[config.mk]
export PLATFORM = sky130hd
export DESIGN_NAME = mac_port_table_prefix_lookup
export DESIGN_NICKNAME = d
export VERILOG_FILES = /design/src/rtl/core/mptl_pkg.sv /design/src/rtl/core/mac_port_table_prefix_lookup.sv
export SDC_FILE = /design/constraint.sdc
export NUM_CORES = 1
export LEC_CHECK = 0
export ABC_AREA = 0
export BUFFER_PORTS_ARGS = -buffer_cell sky130_fd_sc_hd__buf_2
export CAP_MARGIN = 10
export CELL_PAD_IN_SITES_DETAIL_PLACEMENT = 0
export CELL_PAD_IN_SITES_GLOBAL_PLACEMENT = 1
export CORE_UTILIZATION = 52
export CTS_BUF_LIST = sky130_fd_sc_hd__clkbuf_4
export CTS_CLUSTER_SIZE = 20
export DETAILED_ROUTE_END_ITERATION = 7
export GPL_ROUTABILITY_DRIVEN = 0
export MAX_ROUTING_LAYER = met4
export PLACE_DENSITY_LB_ADDON = 0.1
export SLEW_MARGIN = 20
export SYNTH_ARGS = -nofsm -noshare
export SYNTH_HDL_FRONTEND = slang
export SYNTH_SLANG_ARGS = --single-unit
[constraint.sdc]
create_clock -name clk -period 10.5 [get_ports clk]
set_clock_uncertainty 0.15 [all_clocks]
set_input_delay 0.525 -clock clk [delete_from_list [all_inputs] [get_ports clk]]
set_output_delay 0.525 -clock clk [all_outputs]
set_load 0.02 [all_outputs]
[src/rtl/core/mptl_pkg.sv]
// ----------------------------------------------------------------------------
// MAC port table package
// Shared sizes, command and status codes and the sequencer state type for
// the MAC-to-port table with longest-prefix lookup.
// ----------------------------------------------------------------------------
package mptl_pkg;

  // Table geometry
  localparam int TABLE_DEPTH = 16;
  localparam int MAC_DIGITS  = 12;

  // Field widths
  localparam int MAC_W    = 48;
  localparam int PORT_W   = 8;
  localparam int STATUS_W = 3;
  localparam int MATCH_W  = 4;

  // Derived widths
  localparam int IDX_W = (TABLE_DEPTH > 1) ? $clog2(TABLE_DEPTH) : 1;
  localparam int KEY_W = 4 * MAC_DIGITS;
  localparam int LEN_W = $clog2(MAC_DIGITS + 1);

  // Commands
  localparam logic CMD_ASSIGN = 1'b0;
  localparam logic CMD_LOOKUP = 1'b1;

  // Result status codes
  localparam logic [STATUS_W-1:0] STATUS_INSERTED  = 3'd0;
  localparam logic [STATUS_W-1:0] STATUS_PORT_USED = 3'd1;
  localparam logic [STATUS_W-1:0] STATUS_MAC_USED  = 3'd2;
  localparam logic [STATUS_W-1:0] STATUS_FULL      = 3'd3;
  localparam logic [STATUS_W-1:0] STATUS_FOUND     = 3'd4;
  localparam logic [STATUS_W-1:0] STATUS_NOT_FOUND = 3'd5;

  // Sequencer states
  typedef enum logic [1:0] {
    ST_IDLE,
    ST_SCAN,
    ST_FINISH
  } state_t;

endpackage

[src/rtl/core/mac_port_table_prefix_lookup.sv]
// ----------------------------------------------------------------------------
// MAC port table with longest-prefix lookup
// Binds 48-bit MAC addresses to distinct 8-bit ports and answers lookups
// with the port of the entry sharing the longest run of leading hex digits.
// ----------------------------------------------------------------------------
// A command beat is taken when start is high and busy is low. Every command
// then walks the whole table, one entry per clock, through a single shared
// compare unit (digit-prefix length, MAC magnitude compare, port compare):
// the beat is taken in ST_IDLE, every entry is compared in ST_SCAN, ST_FINISH
// resolves the result and writes the table, and the result is shown once the
// sequencer is back in ST_IDLE, where the next beat can already be taken.
// The result beat is shown on status, out_port and match_digits for exactly
// one cycle with done high; there is no back pressure, so the receiver must
// capture it in that cycle. The table is empty after reset and needs no
// clearing pass.
module mac_port_table_prefix_lookup (
  input  logic                         clk,
  input  logic                         rst,
  input  logic                         start,
  output logic                         busy,
  input  logic                         cmd,
  input  logic [mptl_pkg::MAC_W-1:0]   mac,
  input  logic [mptl_pkg::PORT_W-1:0]  port,
  output logic                         done,
  output logic [mptl_pkg::STATUS_W-1:0] status,
  output logic [mptl_pkg::PORT_W-1:0]  out_port,
  output logic [mptl_pkg::MATCH_W-1:0] match_digits
);
  import mptl_pkg::*;

  // Table storage
  logic [TABLE_DEPTH-1:0] entry_valid;
  logic [MAC_W-1:0]       entry_mac  [TABLE_DEPTH];
  logic [PORT_W-1:0]      entry_port [TABLE_DEPTH];

  // Sequencer
  state_t           state, state_next;
  logic [IDX_W-1:0] idx;
  logic             accept;
  logic             last;

  // Captured command
  logic              cmd_q;
  logic [MAC_W-1:0]  mac_q;
  logic [PORT_W-1:0] port_q;

  // Running best candidate (conflict on assign, best match on lookup)
  logic              cand_valid;
  logic [MAC_W-1:0]  cand_mac;
  logic [PORT_W-1:0] cand_port;
  logic [LEN_W-1:0]  cand_len;

  // Lowest free slot
  logic             free_valid;
  logic [IDX_W-1:0] free_idx;

  // Shared compare unit outputs
  logic              cur_valid;
  logic [MAC_W-1:0]  cur_mac;
  logic [PORT_W-1:0] cur_port;
  logic [LEN_W-1:0]  cur_len;
  logic              cur_less;
  logic              cur_take;
  logic [KEY_W-1:0]  key_a, key_b;
  logic              run;

  // Resolve outputs
  logic [STATUS_W-1:0] res_status;
  logic                res_write;
  logic [LEN_W+3:0]    len_ext;
  logic [MATCH_W-1:0]  len_sat;

  // MAC as a key of MAC_DIGITS hex digits, zero above bit 47
  function automatic logic [KEY_W-1:0] to_key(input logic [MAC_W-1:0] m);
    logic [KEY_W+MAC_W-1:0] wide;
    wide = {{KEY_W{1'b0}}, m};
    return wide[KEY_W-1:0];
  endfunction

  assign accept = start && !busy;
  assign last   = (idx == IDX_W'(TABLE_DEPTH - 1));

  // State register
  always_ff @(posedge clk) begin
    if (rst) begin
      state <= ST_IDLE;
    end else begin
      state <= state_next;
    end
  end

  // Next state and handshake
  always_comb begin
    state_next = state;
    busy       = 1'b1;
    unique case (state)
      ST_IDLE: begin
        busy = 1'b0;
        if (start) state_next = ST_SCAN;
      end
      ST_SCAN: begin
        if (last) state_next = ST_FINISH;
      end
      ST_FINISH: begin
        state_next = ST_IDLE;
      end
      default: begin
        state_next = ST_IDLE;
      end
    endcase
  end

  // Entry read at the scan index
  assign cur_valid = entry_valid[idx];
  assign cur_mac   = entry_mac[idx];
  assign cur_port  = entry_port[idx];

  // Shared compare unit: leading equal digits and MAC magnitude
  always_comb begin
    key_a   = to_key(mac_q);
    key_b   = to_key(cur_mac);
    run     = 1'b1;
    cur_len = '0;
    for (int d = 0; d < MAC_DIGITS; d++) begin
      if (run && (key_a[4*(MAC_DIGITS-1-d) +: 4] == key_b[4*(MAC_DIGITS-1-d) +: 4])) begin
        cur_len = cur_len + LEN_W'(1);
      end else begin
        run = 1'b0;
      end
    end
    cur_less = (cur_mac < cand_mac);
  end

  // Does this entry replace the candidate
  always_comb begin
    cur_take = 1'b0;
    if (cur_valid) begin
      if (cmd_q == CMD_ASSIGN) begin
        cur_take = ((cur_port == port_q) || (cur_mac == mac_q)) &&
                   (!cand_valid || cur_less);
      end else begin
        cur_take = (cur_len != '0) &&
                   (!cand_valid || (cur_len > cand_len) ||
                    ((cur_len == cand_len) && cur_less));
      end
    end
  end

  // Resolve the result from the scan
  always_comb begin
    res_write = 1'b0;
    if (cmd_q == CMD_ASSIGN) begin
      priority if (cand_valid) begin
        res_status = (cand_port == port_q) ? STATUS_PORT_USED : STATUS_MAC_USED;
      end else if (!free_valid) begin
        res_status = STATUS_FULL;
      end else begin
        res_status = STATUS_INSERTED;
        res_write  = 1'b1;
      end
    end else begin
      res_status = cand_valid ? STATUS_FOUND : STATUS_NOT_FOUND;
    end
    len_ext = (LEN_W+4)'(cand_len);
    len_sat = (len_ext > (LEN_W+4)'(15)) ? 4'hF : len_ext[3:0];
  end

  // Control registers: scan index, flags, table valid bits, result strobe
  always_ff @(posedge clk) begin
    if (rst) begin
      idx         <= '0;
      cand_valid  <= 1'b0;
      free_valid  <= 1'b0;
      entry_valid <= '0;
      done        <= 1'b0;
    end else begin
      done <= (state == ST_FINISH);
      if (accept) begin
        idx        <= '0;
        cand_valid <= 1'b0;
        free_valid <= 1'b0;
      end else if (state == ST_SCAN) begin
        idx <= idx + IDX_W'(1);
        if (cur_take) cand_valid <= 1'b1;
        if (!cur_valid && !free_valid) free_valid <= 1'b1;
      end else if (state == ST_FINISH && res_write) begin
        entry_valid[free_idx] <= 1'b1;
      end
    end
  end

  // Payload registers
  always_ff @(posedge clk) begin
    if (accept) begin
      cmd_q  <= cmd;
      mac_q  <= mac;
      port_q <= port;
    end
    if (state == ST_SCAN) begin
      if (cur_take) begin
        cand_mac  <= cur_mac;
        cand_port <= cur_port;
        cand_len  <= cur_len;
      end
      if (!cur_valid && !free_valid) free_idx <= idx;
    end
    if (state == ST_FINISH) begin
      status       <= res_status;
      out_port     <= (res_status == STATUS_FOUND) ? cand_port : '0;
      match_digits <= (res_status == STATUS_FOUND) ? len_sat : '0;
      if (res_write) begin
        entry_mac[free_idx]  <= mac_q;
        entry_port[free_idx] <= port_q;
      end
    end
  end

  // Checks
  a_done_after_finish: assert property (@(posedge clk) disable iff (rst)
    done |-> $past(state == ST_FINISH))
    else $error("result strobe without a resolve cycle");

  a_accept_starts_scan: assert property (@(posedge clk) disable iff (rst)
    (start && !busy) |=> (state == ST_SCAN) && (idx == '0))
    else $error("accepted beat did not start a scan");

  a_insert_grows_table: assert property (@(posedge clk) disable iff (rst)
    (done && status == STATUS_INSERTED) |->
      ($countones(entry_valid) == $countones($past(entry_valid)) + 1))
    else $error("insert did not add exactly one entry");

  a_found_has_prefix: assert property (@(posedge clk) disable iff (rst)
    (done && status == STATUS_FOUND) |-> (match_digits != '0))
    else $error("found with zero-length match");

  a_other_zero: assert property (@(posedge clk) disable iff (rst)
    (done && status != STATUS_FOUND) |-> (out_port == '0) && (match_digits == '0))
    else $error("port or length set on a result other than found");

endmodule

==> metrics.txt <==
Syn Nets=2300; DRT iter0 DRCs=1842; critical path fanouts, max=51; fill count=6077; port bufs=76; vias in the first global route=23900; Leak=16.5 nW; Clock Latency Late Sink=1.14 ns; H-tree Lvls=5; max cap viols=0; cts bufs inserted=294; Post-synth ARST share=0; Area contributors post-synth=edfxtp_1 72%, mux4_2 10%, mux2i_1 2.7%; critical path type=reg2reg; PnR Total Power=8.44 mW; Worst IR Drop VDD=107 uV; Core Rows=105; Top FF cell, synth=edfxtp_1; min cycle time layout=9.85 ns; DRT Pass-1 Iters=5; Reg area=0.0316 mm^2; post-synthesis sequential area ratio=0.735; relative slew slack=0.247; via count=22900; post-route ant nets=0; Fin Hold WS=0.223 ns; HP Class=in2reg; Yosys cell types=73; clk buf depth=4; CP max-delay cell=dfxtp_4; initial antenna violation count=5; DRT Wirelength=104 mm; Die W=289 um; Post-Syn Instances=2178; Final Hold Vio Count=0; wire per inst=26.5 um; final net count=2778; Mean Syn Cell Area=19.7 um^2; most used cell, CP=ha_1; Die Y=289 um; layout cells sized above 1=0.301; CP required=11.08 ns; CP endpoint kind=flip-flop; post-route cell area=0.0495 mm^2; Worst Tran Pin Value=1.11 ns; number of flops mapped to enable cells by yosys=1032; CTS tree=yes; initial core utilization=0.525; Total GRT Usage=0.263; Synth Cell Area=0.0430 mm^2; GRT overflow=0; first-pass GRT wire length=151 mm; synth-to-layout area growth=15.3%; Final Cycle Share=0.938; core area=0.0818 mm^2; largest net degree at the start of global routing=52; max incr delay on CP=0.59 ns; Critical Path Start Type=flip-flop; commonest non-fill, non-tap cell in the layout=edfxtp_1; area of the multi-input gates=0.0107 mm^2; worst path arrival time=10.43 ns; P per Cell Area=171 mW/mm^2; Worst-path clk slew=0.06 ns; DIE AREA=0.0838 mm^2; Max Clk Rate=102 MHz; io pins=77; Ys Warns=0; placed inst area=0.0449 mm^2; vias per cell=5.86; clk root buf=clkbuf_4; clk sinks=1061; final setup fails=0; Final Max Tran Viols=0; drt drc=0; Yosys top cell area share=0.721; hpwl dp=57.7 mm; Fin Setup TNS=0 ns; most frequent cells in the layout=1032 x edfxtp_1, 415 x clkbuf_4, 194 x mux4_2; post-synth top area cell=edfxtp_1; RSZ-0062 raised after global routing=false; Synth Register Bits=1061; status=finished, final reports clean
[cells by family after synthesis]
| family | count (synthesis) | share of synthesized area |
|---|---|---|
| multiplexers | 360 | 0.146 |
| AND/OR/NAND/NOR | 273 | 0.0352 |
| AO/OA/AOI/OAI | 191 | 0.0315 |
| XOR/XNOR | 77 | 0.0157 |
| flip-flops | 1061 | 0.735 |
| buffers and inverters | 154 | 0.0182 |
| adder cells (fa/ha/maj) | 62 | 0.0181 |
[state kept, by name, summed over array words and instances (netlist names), named ones only]
name	count
entry_port	128
free_valid	1
match_digits	4
entry_valid	16
idx	4
entry_mac	768
out_port	8
cand_valid	1
port_q	8
cmd_q	1
cand_len	4
key_a	48
cand_mac	48
free_idx	4
state	2
cand_port	8
done	1
status	3
[synth_stat cells (27+ instances only)]
cell type  number
nor2_1         76
mux2i_1       116
mux4_2        194
nand2_1        31
buf_2          27
edfxtp_1     1032
a21o_1         30
inv_1          68
xnor2_1        53
mux2_2         36
o21ai_0        28
clkbuf_1       27
dfxtp_1        29
ha_1           62
[report_power, final]
part / internal (mW) / leakage (nW) / total (mW) / switching [mW]
Clock: 1.83 / 2.05 / 3.43 / 1.61
Combinational: 0.146 / 4.90 / 0.291 / 0.145
Sequential: 4.66 / 9.53 / 4.72 / 0.0613
Total: 6.63 / 16.5 / 8.44 / 1.81
[layer usage]
| metal | share of wire | GRT usage | vias up |
|---|---|---|---|
| met1 | 0.43 | 0.345 | 11900 |
| met3 | 0.056 | 0.0507 | 193 |
| met5 | 0 | - | - |
| li1 | - | - | 10000 |
| met4 | 0.026 | 0.101 | 0 |
| met2 | 0.49 | 0.408 | 776 |
[final timing paths]
| kind | cells past startpoint | startpoint | end | slack [ns] |
|---|---|---|---|---|
| worst min-delay path | 3 | rst | done | 0.22 |
| worst max register to register | 36 | flip-flop | cand_mac[25] | 0.65 |
| worst min register to register | 2 | entry_valid[6] | entry_valid[6] | 0.31 |
| worst max-delay path | 36 | flip-flop | cand_mac[25] | 0.65 |
[worst max-delay path: cells and delay by family (launching register included)]
family | cells | cell delay (ns)
DFF | 1 | 0.59
muxes | 4 | 1.16
AOI/OAI and AO/OA | 11 | 2.73
buffers and inverters | 4 | 1.03
xor gates and xnor gates | 3 | 0.73
adders and majority gates | 6 | 1.59
and+or+nand+nor | 8 | 1.37
[final cells by class]
cell class	instances	area share
tap	1070	0.0270
multi-input combinational	963	0.217
inverter	68	0.00516
clock buffer	415	0.0629
clock inverter	59	0.00516
timing repair buffer	268	0.0447
sequential	1061	0.638
antenna	7	0.000354
[what timing repair did]
action / in CTS / in global routing
gates resized for setup: 0 / 1
hold buffers: 117 / 0
setup buffers: 0 / 1
hold endpoints to repair: 101 / 0
endpoints found under the setup margin: 0 / 58
[through the flow]
| step | utilization | setup slack [ns] | instances |
|---|---|---|---|
| floorplan | - | 0.553 | 2178 |
| global placement | 0.549 | 0.743 | 3312 |
| detailed placement | 0.549 | 0.613 | 3312 |
| CTS | 0.604 | 0.499 | 3903 |
| global route | 0.605 | 0.0491 | 3911 |
| finish | 0.605 | 0.649 | 3911 |
Power figures use the tool's default switching activity.
